===== config.mk =====
export PLATFORM = sky130hd
export DESIGN_NAME = http_request_field_splitter_top_flat
export DESIGN_NICKNAME = d
export VERILOG_FILES = /design/src/rtl/hrfs_pkg.sv /design/src/rtl/hrfs_stream_if.sv /design/src/rtl/hrfs_tagger.sv /design/src/rtl/http_request_field_splitter_top.sv /design/src/flat_wrapper.sv
export SDC_FILE = /design/constraint.sdc
export NUM_CORES = 1
export LEC_CHECK = 0
export CAP_MARGIN = 20
export CORE_MARGIN = 5
export CORE_UTILIZATION = 55
export DETAILED_ROUTE_END_ITERATION = 16
export DONT_BUFFER_PORTS = 1
export MAX_ROUTING_LAYER = met4
export PLACE_DENSITY = 0.68
export SETUP_SLACK_MARGIN = 0.02
export SYNTH_ARGS = -nofsm -noshare
export SYNTH_HDL_FRONTEND = slang
export SYNTH_HIERARCHICAL = 1
export SYNTH_SLANG_ARGS = --single-unit

===== constraint.sdc =====
create_clock -name i_clk -period 12.4 [get_ports i_clk]
set_clock_uncertainty 0.2 [all_clocks]
set_input_delay 3.1 -clock i_clk [delete_from_list [all_inputs] [get_ports i_clk]]
set_output_delay 3.1 -clock i_clk [all_outputs]
set_load 0.01 [all_outputs]

===== src/rtl/hrfs_pkg.sv =====
package hrfs_pkg;

    // Field limits
    localparam int METHOD_MAX  = 15;
    localparam int PATH_MAX    = 255;
    localparam int BODY_MAX    = 1023;
    localparam int REQUEST_MAX = 4095;

    // Counter widths follow from the limits; POS_W is set directly
    localparam int METHOD_W = $clog2(METHOD_MAX + 1);
    localparam int PATH_W   = $clog2(PATH_MAX + 1);
    localparam int BODY_W   = $clog2(BODY_MAX + 1);
    localparam int REQ_W    = $clog2(REQUEST_MAX + 1);
    localparam int POS_W    = 10;

    // Role codes
    localparam logic [1:0] ROLE_NONE   = 2'd0;
    localparam logic [1:0] ROLE_METHOD = 2'd1;
    localparam logic [1:0] ROLE_PATH   = 2'd2;
    localparam logic [1:0] ROLE_BODY   = 2'd3;

    // Characters of interest
    localparam logic [7:0] CH_SPACE = 8'h20;
    localparam logic [7:0] CH_QUERY = 8'h3F;
    localparam logic [7:0] CH_CR    = 8'h0D;
    localparam logic [7:0] CH_LF    = 8'h0A;
    localparam logic [7:0] CH_NUL   = 8'h00;

    typedef struct packed {
        logic [7:0] data_byte;
        logic       end_of_request;
    } t_in_word;

    typedef struct packed {
        logic [7:0]       byte_out;
        logic [1:0]       role;
        logic [POS_W-1:0] field_position;
        logic             request_done;
        logic [3:0]       method_length;
        logic [7:0]       path_length;
        logic [9:0]       body_length;
    } t_out_word;

endpackage


===== src/rtl/hrfs_stream_if.sv =====
interface hrfs_in_if import hrfs_pkg::*; ();
    logic     valid;
    logic     ready;
    t_in_word payload;

    modport source (output valid, output payload, input ready);
    modport sink   (input valid, input payload, output ready);
endinterface

interface hrfs_out_if import hrfs_pkg::*; ();
    logic      valid;
    logic      ready;
    t_out_word payload;

    modport source (output valid, output payload, input ready);
    modport sink   (input valid, input payload, output ready);
endinterface


===== src/rtl/hrfs_tagger.sv =====
module hrfs_tagger import hrfs_pkg::*; (
    input  logic      i_clk,
    input  logic      i_rst_n,
    input  logic      i_fire,
    input  t_in_word  i_word,
    output t_out_word o_word
);

    localparam logic [1:0] PH_METHOD = 2'd0;
    localparam logic [1:0] PH_PATH   = 2'd1;
    localparam logic [1:0] PH_DONE   = 2'd2;

    localparam logic [2:0] MATCH_NONE  = 3'd0;
    localparam logic [2:0] MATCH_CR    = 3'd1;
    localparam logic [2:0] MATCH_CRLF  = 3'd2;
    localparam logic [2:0] MATCH_CRLFCR = 3'd3;
    localparam logic [2:0] MATCH_FOUND = 3'd4;

    logic [1:0]          r_phase, n_phase;
    logic [METHOD_W-1:0] r_method_cnt, n_method_cnt;
    logic [PATH_W-1:0]   r_path_cnt, n_path_cnt;
    logic [BODY_W-1:0]   r_body_cnt, n_body_cnt;
    logic [2:0]          r_match, n_match;
    logic                r_zero_seen, n_zero_seen;
    logic [REQ_W-1:0]    r_byte_cnt, n_byte_cnt;

    logic [7:0]       b;
    logic             is_method, is_path, is_body;
    logic [POS_W-1:0] pos;
    logic [1:0]       role;

    // Advance the CR LF CR LF matcher by one byte
    function automatic logic [2:0] next_match(input logic [2:0] st, input logic [7:0] c);
        logic [2:0] res;
        res = MATCH_NONE;
        if (c == CH_CR) begin
            res = (st == MATCH_CRLF) ? MATCH_CRLFCR : MATCH_CR;
        end else if (c == CH_LF) begin
            if (st == MATCH_CR) begin
                res = MATCH_CRLF;
            end else if (st == MATCH_CRLFCR) begin
                res = MATCH_FOUND;
            end
        end
        return res;
    endfunction

    always_comb begin
        b            = i_word.data_byte;
        n_phase      = r_phase;
        n_method_cnt = r_method_cnt;
        n_path_cnt   = r_path_cnt;
        n_body_cnt   = r_body_cnt;
        n_match      = r_match;
        n_zero_seen  = r_zero_seen;
        n_byte_cnt   = r_byte_cnt;
        is_method    = 1'b0;
        is_path      = 1'b0;
        is_body      = 1'b0;

        if (r_byte_cnt < REQ_W'(REQUEST_MAX)) begin
            unique case (r_phase)
                PH_METHOD: begin
                    if (b != CH_SPACE && r_method_cnt < METHOD_W'(METHOD_MAX)) begin
                        is_method    = 1'b1;
                        n_method_cnt = r_method_cnt + 1'b1;
                    end else begin
                        n_phase = PH_PATH;
                    end
                end
                PH_PATH: begin
                    if (b != CH_SPACE && b != CH_QUERY && b != CH_CR &&
                        r_path_cnt < PATH_W'(PATH_MAX)) begin
                        is_path    = 1'b1;
                        n_path_cnt = r_path_cnt + 1'b1;
                    end else begin
                        n_phase = PH_DONE;
                    end
                end
                default: begin
                end
            endcase

            if (r_match == MATCH_FOUND) begin
                if (r_body_cnt < BODY_W'(BODY_MAX)) begin
                    is_body    = 1'b1;
                    n_body_cnt = r_body_cnt + 1'b1;
                end
            end else if (!r_zero_seen) begin
                if (b == CH_NUL) begin
                    n_zero_seen = 1'b1;
                end else begin
                    n_match = next_match(r_match, b);
                end
            end

            n_byte_cnt = r_byte_cnt + 1'b1;
        end

        // Method wins over path, path over body
        role = ROLE_NONE;
        pos  = '0;
        if (is_method) begin
            role = ROLE_METHOD;
            pos  = POS_W'(r_method_cnt);
        end else if (is_path) begin
            role = ROLE_PATH;
            pos  = POS_W'(r_path_cnt);
        end else if (is_body) begin
            role = ROLE_BODY;
            pos  = POS_W'(r_body_cnt);
        end

        o_word.byte_out       = b;
        o_word.role           = role;
        o_word.field_position = pos;
        o_word.request_done   = i_word.end_of_request;
        o_word.method_length  = i_word.end_of_request ? 4'(n_method_cnt) : 4'd0;
        o_word.path_length    = i_word.end_of_request ? 8'(n_path_cnt) : 8'd0;
        o_word.body_length    = i_word.end_of_request ? 10'(n_body_cnt) : 10'd0;
    end

    always_ff @(posedge i_clk) begin
        if (!i_rst_n || (i_fire && i_word.end_of_request)) begin
            r_phase      <= PH_METHOD;
            r_method_cnt <= '0;
            r_path_cnt   <= '0;
            r_body_cnt   <= '0;
            r_match      <= MATCH_NONE;
            r_zero_seen  <= 1'b0;
            r_byte_cnt   <= '0;
        end else if (i_fire) begin
            r_phase      <= n_phase;
            r_method_cnt <= n_method_cnt;
            r_path_cnt   <= n_path_cnt;
            r_body_cnt   <= n_body_cnt;
            r_match      <= n_match;
            r_zero_seen  <= n_zero_seen;
            r_byte_cnt   <= n_byte_cnt;
        end
    end

endmodule


===== src/rtl/http_request_field_splitter_top.sv =====
// Flow: a word accepted into the input register is tagged into the result register,
// which drives o_out until the word is taken.
// Throughput: one word per cycle; o_out.ready low stalls the two-register pipeline.
// The parse state updates only when a word moves from the input register to the
// result register, so stalls never disturb the per-request counters.
// Reset: i_rst_n is synchronous and active low; it empties both registers and
// returns the parser to the start of a request.
module http_request_field_splitter_top import hrfs_pkg::*; (
    input  logic        i_clk,
    input  logic        i_rst_n,
    hrfs_in_if.sink     i_in,
    hrfs_out_if.source  o_out
);

    // Input register: holds the accepted word
    logic      r_s1_valid;
    t_in_word  r_s1_word;

    // Result register: holds the tagged word until taken
    logic      r_out_valid;
    t_out_word r_out_word;

    t_out_word tag_word;
    logic      adv_out;
    logic      adv_s1;
    logic      fire;

    // The result register can load when it is empty or being drained this cycle
    assign adv_out = !r_out_valid || o_out.ready;
    // The input register can load when empty or when its word moves on
    assign adv_s1  = !r_s1_valid || adv_out;
    // Commit the parse state exactly when a word moves into the result register
    assign fire    = r_s1_valid && adv_out;

    assign i_in.ready    = adv_s1;
    assign o_out.valid   = r_out_valid;
    assign o_out.payload = r_out_word;

    hrfs_tagger u_tagger (
        .i_clk   (i_clk),
        .i_rst_n (i_rst_n),
        .i_fire  (fire),
        .i_word  (r_s1_word),
        .o_word  (tag_word)
    );

    always_ff @(posedge i_clk) begin
        if (!i_rst_n) begin
            r_s1_valid  <= 1'b0;
            r_out_valid <= 1'b0;
        end else begin
            if (adv_s1) begin
                r_s1_valid <= i_in.valid;
            end
            if (adv_out) begin
                r_out_valid <= r_s1_valid;
            end
        end
    end

    // Payload registers: load on advance, no reset
    always_ff @(posedge i_clk) begin
        if (adv_s1 && i_in.valid) begin
            r_s1_word <= i_in.payload;
        end
        if (fire) begin
            r_out_word <= tag_word;
        end
    end

endmodule


===== src/flat_wrapper.sv =====
// flat-port wrapper written by rule: the top's interface ports become plain ports
module http_request_field_splitter_top_flat import hrfs_pkg::*;
  (i_clk, i_rst_n, i_in_valid, i_in_payload, i_in_ready, o_out_valid, o_out_payload, o_out_ready);
  hrfs_in_if i_in_i ();
  hrfs_out_if o_out_i ();
  input  logic i_clk;
  input  logic i_rst_n;
  input wire logic [$bits(i_in_i.valid)-1:0] i_in_valid;
  input wire logic [$bits(i_in_i.payload)-1:0] i_in_payload;
  output wire logic [$bits(i_in_i.ready)-1:0] i_in_ready;
  output wire logic [$bits(o_out_i.valid)-1:0] o_out_valid;
  output wire logic [$bits(o_out_i.payload)-1:0] o_out_payload;
  input wire logic [$bits(o_out_i.ready)-1:0] o_out_ready;
  assign i_in_i.valid = i_in_valid;
  assign i_in_i.payload = i_in_payload;
  assign i_in_ready = i_in_i.ready;
  assign o_out_valid = o_out_i.valid;
  assign o_out_payload = o_out_i.payload;
  assign o_out_i.ready = o_out_ready;
  http_request_field_splitter_top u_core (.i_clk(i_clk), .i_rst_n(i_rst_n), .i_in(i_in_i), .o_out(o_out_i));
endmodule

==> results of run 1 <==
-- cell type report --
| class | count | area [um2] | area share (%) |
|---|---|---|---|
| clock inverter | 4 | 32.53 | 0.6920 |
| tap | 105 | 131.4 | 2.795 |
| sequential | 94 | 2402 | 51.10 |
| timing repair buffer | 3 | 30.03 | 0.6388 |
| clock buffer | 12 | 135.1 | 2.875 |
| inverter | 5 | 18.77 | 0.3993 |
| multi-input combinational | 301 | 1951 | 41.50 |
-- state kept, by name, indices dropped and copies added, names as in the netlist --
name	count
u_core/u_tagger/r_body_cnt	10
u_core/u_tagger/r_zero_seen	1
u_core/u_tagger/r_byte_cnt	12
u_core/r_s1_word	9
u_core/o_out.valid	1
u_core/u_tagger/r_phase	2
u_core/u_tagger/r_path_cnt	8
u_core/u_tagger/r_match	3
u_core/r_s1_valid	1
u_core/u_tagger/r_method_cnt	4
u_core/o_out.payload	43
-- routing by layer --
layer | global-route usage (%) | part of all wire (%)
met4 | 6.339 | 1.3
met5 | - | 0
met1 | 23.11 | 47
met2 | 28.12 | 47
met3 | 3.668 | 4.5
-- power by group --
part / internal (mW) / leakage [nW] / switching, mW
Clock: 0.0743 / 0.0772 / 0.103
Sequential: 0.338 / 0.820 / 0.0106
Combinational: 0.00550 / 0.683 / 0.0127
-- Yosys cell counts, types with 3 or more instances --
| library cell | number |
|---|---|
| xor2_1 | 11 |
| a22oi_2 | 3 |
| o211a_1 | 4 |
| and3_1 | 7 |
| xnor2_1 | 15 |
| and4_1 | 3 |
| a21boi_1 | 4 |
| dfxtp_1 | 42 |
| nand3_1 | 23 |
| clkbuf_1 | 8 |
| a31oi_1 | 4 |
| nor2_1 | 28 |
| buf_6 | 4 |
| or3_1 | 8 |
| a21oi_1 | 21 |
| and2_1 | 14 |
| nand2b_1 | 8 |
| ha_1 | 4 |
| nor2b_1 | 4 |
| mux2i_1 | 9 |
| buf_4 | 11 |
| nand2_1 | 47 |
| nand4_1 | 15 |
| edfxtp_1 | 52 |
| buf_2 | 6 |
| inv_1 | 5 |
| o21ai_0 | 9 |
| nor4_1 | 12 |
| nor3_2 | 3 |
| nor3_1 | 9 |
-- how the worst min path moves through the flow --
stage | from | end | cells past startpoint
6_report | u_core/u_tagger/r_zero_seen$_SDFFE_PP0P_ | u_core/u_tagger/r_zero_seen$_SDFFE_PP0P_ | 2
5_1_grt | u_core/u_tagger/r_byte_cnt[1]$_SDFFE_PP0P_ | u_core/u_tagger/r_byte_cnt[1]$_SDFFE_PP0P_ | 2
4_1_cts | u_core/u_tagger/r_byte_cnt[1]$_SDFFE_PP0P_ | u_core/u_tagger/r_byte_cnt[1]$_SDFFE_PP0P_ | 2
2_1_floorplan | u_core/u_tagger/r_zero_seen$_SDFFE_PP0P_ | u_core/u_tagger/r_zero_seen$_SDFFE_PP0P_ | 2
3_5_place_dp | u_core/u_tagger/r_zero_seen$_SDFFE_PP0P_ | u_core/u_tagger/r_zero_seen$_SDFFE_PP0P_ | 2
3_3_place_gp | u_core/u_tagger/r_zero_seen$_SDFFE_PP0P_ | u_core/u_tagger/r_zero_seen$_SDFFE_PP0P_ | 2
-- kinds of logic (layout without fill, tap and decap cells) --
kind of cell,count (synthesis),in the layout
muxes,9,9
xor gates and xnor gates,26,26
adders and majority gates,4,4
AOI/OAI and AO/OA,63,63
DFF,94,94
buffers and inverters,37,24
and+or+nand+nor,199,199
-- metrics by stage --
stage	instance area [um2]	hold slack, ns	utilization, %	instances
after floorplan	4566	0.2521	-	432
after global placement	4518	0.2728	55.55	507
after detailed placement	4518	0.2794	55.55	507
after CTS	4686	0.2976	57.61	523
after global routing	4701	0.3379	57.79	524
final	4701	0.2934	57.79	524
-- layout by cell type (no fill, tap or decap), types with 3 or more instances in the layout --
master     n
edfxtp_1  52
a21oi_1   21
nor2b_1    3
mux2i_1    9
nand3_1   23
a22oi_2    3
xnor2_1   15
and2_1    14
ha_1       4
inv_1      5
clkbuf_1   3
a21boi_1   4
nor3_2     3
nor4_1    12
o211a_1    4
nand2b_1   8
and4_1     3
nor2_1    28
or3_1      8
nor3_1     9
and3_1     7
a31oi_1    4
o21ai_0    9
nand4_1   15
xor2_1    11
dfxtp_1   42
nand2_1   47
clkbuf_8   9
==> flow_summary.ini, run 1 <==
[detailed_routing]
via_per_inst = 5.979
drt_first_pass_iters = 5
wl_um = 8538
ant_nets = 0
vias = 3133
wl_per_cell_um = 16.29
drc_errors = 0
drt-initial-drc-count = 188

[grt]
grt_overflow = 0
grt_pass1_wl_um = 14260
grt_max_degree = 70
grt_antenna_before_repair = 0
grt_pass1_vias = 2938
track_usage_pct = 17.92

[setup_path]
rr_startpoint = u_core/o_out.valid$_SDFFE_PN0P_
worstSetupPathDepth = 1
cp.buffers_inverters = 0
cp-endpoint = i_in_ready
critical_path_arrival_ns = 3.25
worstPathCellList = nand3b_4
end_kind = output pin
path_max_fanout = 2
crit_start = o_out_ready
critical_path.top_delay_family = simple AND/OR/NAND/NOR gates
critPathSlowestCell = nand3b_4
start_kind = input pin
worstSetupPathType = in2out
reg2regPathDepth = 8
r2r_end = u_core/u_tagger/r_match[0]$_SDFFE_PP0P_
crit_path_max_incr_delay_ns = 0.15
cp.required_ns = 9.10
ff2ff_setup_slack_ns = 8.83

[sta]
relSlewSlack_pct = 34.10
grt_setup_unrepaired = false
fin_crit_ns = 6.552
finalSetupTns_ns = 0
finalHoldViolCount = 0
period_share_pct = 52.84
timing.fmax_mhz = 152.6
setup_ws_ns = 5.848
tightest_slew_ns = 0.9756
drv_slew = 0
setup_viol = 0

[layout]
fillers = 664
syn_to_final_growth_pct = 2.960
diodes = 0
drive_above_1_share_pct = 9.308
nNetsFinal = 431

[synth]
ys_ff_latch = 94
yosysTopAreaCellShare_pct = 34.20
synth-compound-area-share_pct = 9.975
syn_area_per_cell_um2 = 10.57
synth_area_leaders = edfxtp_1 34%, dfxtp_1 18%, nand2_1 3.9%
synth_top_family_by_area = simple AND/OR/NAND/NOR gates
netlist_area_um2 = 4566
synthCells = 432
async_reset_ff_share_pct = 0
yosys.area_share.simple_pct = 24.53
synth_xor_area_share_pct = 4.988
synth_edf_count = 52
yosysWarnings = 6
muxShareOfSynthArea_pct = 1.973
synthAdderAreaFrac_pct = 1.096
synth_seq_area_share_pct = 52.62
synthFlopType = edfxtp_1
synth_top_area_cell = edfxtp_1
synth_nets = 449
synth_cell_types = 63

[clock_network]
cts_tree = done
clk_latency_ns = 0.35
cts_buffers = 9
cts_root_buf = clkbuf_8
h-tree-depth = 3
hold_buffers = 0
ctsResizeCount = 0
clk_pin_slew_ns = 0.09
clock_sinks = 94
postCtsSetupRepairBufs = 0
clockBufferDepth = 2

[floorplanning]
num_io_pins = 58
rows = 33
die_w_um = 101.1
core_um2 = 8134
start_util_pct = 56.13
die_h_um = 101.1
dieArea_um2 = 10220

[power_and_ir_drop]
p_total_mw = 0.5441
power_leakage_nw = 1.580
ir_worst_vdd_v = 0.00007328
p_per_area_nw_per_um2 = 115.7

[hold_path]
min_path_type = reg2reg

[flow_run]
cap_viol_max_count = 0

[place]
place.port_buffers = 0
hpwl_um = 5647
gp_congestion = 0.8000
pre_cts_ws_ns = 5.846

[outcome]
status = complete, no violations
Power figures use the tool's default switching activity.
==> run 2: changes to the inputs <==
--- a/config.mk
+++ b/config.mk
@@ -5,13 +5,14 @@
 export SDC_FILE = /design/constraint.sdc
 export NUM_CORES = 1
 export LEC_CHECK = 0
+export ABC_AREA = 1
 export CAP_MARGIN = 20
 export CORE_MARGIN = 5
 export CORE_UTILIZATION = 55
 export DETAILED_ROUTE_END_ITERATION = 16
 export DONT_BUFFER_PORTS = 1
 export MAX_ROUTING_LAYER = met4
-export PLACE_DENSITY = 0.68
+export PLACE_DENSITY = 0.71
 export SETUP_SLACK_MARGIN = 0.02
 export SYNTH_ARGS = -nofsm -noshare
 export SYNTH_HDL_FRONTEND = slang
==> constraint.sdc (replaced) <==
create_clock -name i_clk -period 5.3 [get_ports i_clk]
set_clock_uncertainty 0.2 [all_clocks]
set_input_delay 1.325 -clock i_clk [delete_from_list [all_inputs] [get_ports i_clk]]
set_output_delay 1.325 -clock i_clk [all_outputs]
set_load 0.01 [all_outputs]
==> run 2 against run 1 <==
Compared with the run above: global-route usage rose by 1.7 points; synthesized cell count increased by 30%; worst setup slack worse by 3.9 ns; sequential share of layout area fell by 2.5 points; largest cell class unchanged; highest routed layer unchanged.
==> flow_summary.ini, run 2 <==
[outcome]
status = complete, no violations

[layout]
nNetsFinal = 569
diodes = 0
drive_above_1_share_pct = 11.13
layout_common_cells = 111 x nand2_1, 76 x inv_1, 54 x nor2_1
largest_register_ffs = 43
layout.cells.non_filler = 662
syn_to_final_growth_pct = 4.304
layout_commonest_cell = nand2_1

[place]
place_inst = 646
place.port_buffers = 0
hpwl_um = 6694
gp_congestion = 0.8519

[power_and_ir_drop]
ir_worst_vdd_v = 0.0001658
p_per_area_nw_per_um2 = 294.1
power_leakage_nw = 1.925

[floorplanning]
dieArea_um2 = 10570
core_um2 = 8299
rows = 33
num_io_pins = 58
die_h_um = 102.8
die_w_um = 102.8
start_util_pct = 57.09

[setup_path]
crit_path_max_incr_delay_ns = 0.64
worstSetupPathType = in2reg
critPathSlowestCell = buf_4
worstPathCellList = inv_1 > a21oi_4 > buf_4 > nand2_4 > inv_2 > nand3_2 > nor2_1 > nand3_1 > nand2_1 > nor2_1
end_kind = flop
critical_path_arrival_ns = 3.38
start_kind = input pin
path_max_fanout = 57
cpMostUsedCell = nor2_1
cp.required_ns = 5.36

[sta]
setup_viol = 0
finalHoldViolCount = 0
grt_setup_unrepaired = false
period_share_pct = 62.58
drv_slew = 0
relSlewSlack_pct = 44.70
fin_crit_ns = 3.317
timing.fmax_mhz = 301.5
tightest_slew_ns = 0.8287
finalSetupTns_ns = 0

[grt]
grt_max_degree = 58
gr-max-usage-layer = met2
met1_usage_pct = 25.51
track_usage_pct = 19.62
met3_usage_pct = 3.789
grt_pass1_vias = 3311
grt_overflow = 0
grt_pass1_wl_um = 15730
grt_antenna_before_repair = 0
met2_usage_pct = 30.78

[synth]
synth_nets = 580
synthFlopType = edfxtp_1
synth_cell_types = 42
yosysWarnings = 6
ys_ff_latch = 94
yosysTopAreaCellShare_pct = 32.95
netlist_area_um2 = 4738
yosys-top-cells-count = 111 x nand2_1, 76 x inv_1, 54 x nor2_1, 52 x edfxtp_1, 48 x a21oi_1
synth_seq_area_share_pct = 50.70
synthCells = 563
async_reset_ff_share_pct = 0
syn_area_per_cell_um2 = 8.416
synth_edf_count = 52
yosysMostFrequentCell = nand2_1
synth_top_area_cell = edfxtp_1
synth_area_leaders = edfxtp_1 33%, dfxtp_1 18%, nand2_1 8.8%

[detailed_routing]
via_per_inst = 5.479
drt_first_pass_iters = 8
vias = 3627
wl_um = 9483
drt-initial-drc-count = 229
ant_nets = 0
wl_per_cell_um = 14.32
drc_errors = 0

[clock_network]
hold_buffers = 0
clockBufferDepth = 2
clk_latency_ns = 0.37
clk_pin_slew_ns = 0.09
h-tree-depth = 3
postCtsSetupRepairBufs = 0
clock_sinks = 94
cts_buffers = 9
cts_root_buf = clkbuf_8
ctsResizeCount = 0
cts_tree = done

[flow_run]
cap_viol_max_count = 0

[hold_path]
min_path_type = reg2reg
[run 2: cell types whose count changed after synthesis, sizes merged, moves of 14 or more]
cell   delta
nor4     -14
xnor2    -15
nor2     +33
a21oi    +30
nand2    +73
o21ai    +24
nand3    +27
inv      +81
[run 2: final timing paths]
check,startpoint,endpoint,cells past startpoint,slack [ns]
setup / recovery,o_out_ready,u_core/u_tagger/r_byte_cnt[11]$_SDFFE_PP0P_,10,1.98
hold / removal,u_core/u_tagger/r_zero_seen$_SDFFE_PP0P_,u_core/u_tagger/r_zero_seen$_SDFFE_PP0P_,2,0.27
setup reg to reg,u_core/o_out.valid$_SDFFE_PN0P_,u_core/u_tagger/r_byte_cnt[11]$_SDFFE_PP0P_,9,2.58
hold reg to reg,u_core/u_tagger/r_zero_seen$_SDFFE_PP0P_,u_core/u_tagger/r_zero_seen$_SDFFE_PP0P_,2,0.27
[run 2: layer usage]
layer,part of all wire (%),vias to the layer above,wire length (um)
met1,45,1659,4279
li1,-,1822,-
met5,0,-,0
met2,47,128,4490
met4,1.8,0,167
met3,5.7,18,545
[run 2: cells by family (layout without fill, tap and decap cells)]
logic type,Yosys count,after routing,share of synthesized area [%]
XOR/XNOR,5,5,1.083
adder cells (fa/ha/maj),4,4,1.056
flip-flops,94,94,50.70
AO/OA/AOI/OAI,93,93,10.91
buffers and inverters,110,104,10.38
AND/OR/NAND/NOR,257,257,25.88
[run 2: critical path, delay by kind of cell]
family	cells	cell delay, ns
buf+inv	3	0.88
simple gates	6	0.63
compound gates	1	0.49
[run 2: per-stage QoR]
step	setup slack, ns	utilization (%)	total power, mW	hold slack, ns	cell area (um2)
6_report	1.983	59.55	1.453	0.2687	4942
5_1_grt	1.743	59.55	1.516	0.2936	4942
4_1_cts	1.986	59.55	1.467	0.2710	4942
3_5_place_dp	1.594	56.99	0.9558	0.2568	4730
3_3_place_gp	1.717	56.99	0.9509	0.2416	4730
2_1_floorplan	0.2057	-	0.9331	0.2252	4738
[run 2: area by class of cell]
cell class,count,area (um2)
Inverter,86,325.3
Tap cell,105,131.4
Sequential cell,94,2402
Multi-Input combinational cell,359,1856
Clock buffer,10,127.6
Fill cell,701,3357
Timing Repair Buffer,2,15.01
Clock inverter,6,85.08
[run 2: power by group]
| group | leakage (nW) | total (mW) | internal [mW] | switching, mW |
|---|---|---|---|---|
| Combinational | 0.985 | 0.101 | 0.0298 | 0.0707 |
| Sequential | 0.836 | 0.838 | 0.805 | 0.0331 |
| Clock | 0.104 | 0.514 | 0.265 | 0.249 |
| Total | 1.93 | 1.45 | 1.10 | 0.353 |
==> run 3: changes to the inputs <==
--- a/config.mk
+++ b/config.mk
@@ -12,7 +12,7 @@
 export DETAILED_ROUTE_END_ITERATION = 16
 export DONT_BUFFER_PORTS = 1
 export MAX_ROUTING_LAYER = met4
-export PLACE_DENSITY = 0.71
+export PLACE_DENSITY = 0.68
 export SETUP_SLACK_MARGIN = 0.02
 export SYNTH_ARGS = -nofsm -noshare
 export SYNTH_HDL_FRONTEND = slang
==> constraint.sdc (replaced) <==
create_clock -name i_clk -period 3.25 [get_ports i_clk]
set_clock_uncertainty 0.2 [all_clocks]
set_input_delay 0.8125 -clock i_clk [delete_from_list [all_inputs] [get_ports i_clk]]
set_output_delay 0.8125 -clock i_clk [all_outputs]
set_load 0.01 [all_outputs]
==> run 3 against run 2 <==
Compared with the run above: cell area is 0.18% higher; sequential power grew 63%; sequential share of layout area fell by 0.086 points; sequential cell count is the same; largest power group unchanged; highest routed layer unchanged.
==> flow_summary.ini, run 3 (synthesized netlist as in run 2, its figures left out) <==
[detailed_routing]
wl_um = 9559
via_per_inst = 5.455
wl_per_cell_um = 14.40
maxUsedRoutingLayer = met4
drt_first_pass_iters = 5
drt-initial-drc-count = 221
met1_length_um = 4308
drc_errors = 0
vias = 3622
wl_met3_um = 526
wl_met2_um = 4567
ant_nets = 0

[floorplanning]
rows = 33
core_um2 = 8299
die_w_um = 102.8
num_io_pins = 58
dieArea_um2 = 10570
start_util_pct = 57.09
die_h_um = 102.8

[grt]
track_usage_pct = 20.00
grt_pass1_wl_um = 16310
grt_overflow = 0
grt_max_degree = 55
grt_pass1_vias = 3477
grt_antenna_before_repair = 0

[clock_network]
clock_sinks = 94
ctsResizeCount = 0
h-tree-depth = 3
cts_tree = done
cts_buffers = 9
clk_latency_ns = 0.36
hold_buffers = 0
clk_pin_slew_ns = 0.10
clockBufferDepth = 2
cts_root_buf = clkbuf_8
postCtsSetupRepairBufs = 0

[sta]
drv_slew = 0
setup_viol = 0
timing.fmax_mhz = 420.7
tightest_slew_ns = 0.6751
finalHoldViolCount = 0
fin_crit_ns = 2.377
finalSetupTns_ns = 0
whs_ns = 0.2662
relSlewSlack_pct = 54.94
period_share_pct = 73.14
grt_setup_unrepaired = false

[layout]
layout_common_cells = 111 x nand2_1, 76 x inv_1, 54 x nor2_1
fin_util_pct = 59.66
diodes = 0
drive_above_1_share_pct = 11.81
largest_register_ffs = 43
nNetsFinal = 571
layout_commonest_cell = nand2_1
syn_to_final_growth_pct = 4.489

[setup_path]
worstSetupPathType = reg2reg
end_kind = flop
path_max_fanout = 17
start_kind = flop
critical_path_arrival_ns = 2.28
cp.required_ns = 3.15

[outcome]
status = complete, no violations

[place]
gp_congestion = 0.8458
place.port_buffers = 0
hpwl_um = 6665

[power_and_ir_drop]
p_per_area_nw_per_um2 = 471.1
power_leakage_nw = 1.929
ir_worst_vdd_v = 0.0002554

[flow_run]
cap_viol_max_count = 0

[hold_path]
min_path_type = reg2reg
## run 3: changes by cell type in the layout (fill, tap and decap cells not counted)
cell / delta
buf_4: +2
clkinv_4: +2
bufinv_16: -1
clkbuf_1: -1
clkinv_1: -1
clkinv_2: -1
clkinvlp_4: +1
inv_8: +1
## run 3: path summary, 6_finish.rpt
| kind | startpoint | endpoint | slack (ns) | cells after the start |
|---|---|---|---|---|
| worst max-delay path | u_core/u_tagger/r_path_cnt[0]$_SDFFE_PP0P_ | u_core/o_out.payload[27]$_DFFE_PP_ | 0.87 | 9 |
| worst min-delay path | u_core/u_tagger/r_byte_cnt[8]$_SDFFE_PP0P_ | u_core/u_tagger/r_byte_cnt[8]$_SDFFE_PP0P_ | 0.27 | 2 |
| worst max register to register | u_core/u_tagger/r_path_cnt[0]$_SDFFE_PP0P_ | u_core/o_out.payload[27]$_DFFE_PP_ | 0.87 | 9 |
| worst min register to register | u_core/u_tagger/r_byte_cnt[8]$_SDFFE_PP0P_ | u_core/u_tagger/r_byte_cnt[8]$_SDFFE_PP0P_ | 0.27 | 2 |
## run 3: cell type report
cell class | count | area [um2]
inverters | 86 | 325.3
repair buffers | 4 | 30.03
fillers | 696 | 3348
clock inverters | 7 | 82.58
well taps | 105 | 131.4
multi-input cells | 359 | 1856
clock buffers | 9 | 123.9
flip-flops and latches | 94 | 2402
## run 3: report_power, final
part	switching (mW)	total [mW]	internal, mW
registers	0.0542	1.37	1.31
clock network	0.433	0.799	0.366
logic	0.115	0.166	0.0506
## run 3: stage by stage
stage,worst slack (ns),area [um2],power (mW),std cells
6_report,0.8730,4951,2.333,664
3_3_place_gp,0.7362,4745,1.554,648
5_1_grt,0.6187,4951,2.444,664
2_1_floorplan,0.2961,4750,1.521,563
4_1_cts,0.9100,4951,2.357,664
3_5_place_dp,0.6670,4745,1.561,648
## run 3: critical path, cell delays in order (launching register included)
cell and delay, ns:
dfxtp_1 0.37, ha_1 0.25, nand2_1 0.10, nor2_1 0.06, nand3b_1 0.14, nand2_1 0.11
nor2_4 0.37, nand2_4 0.22, o21ai_0 0.24, nor2_1 0.06
## run 3: layer usage
metal | vias up | track usage [%]
met4 | 0 | 6.873
met5 | - | -
li1 | 1823 | -
met2 | 99 | 31.88
met1 | 1685 | 25.58
met3 | 15 | 3.992
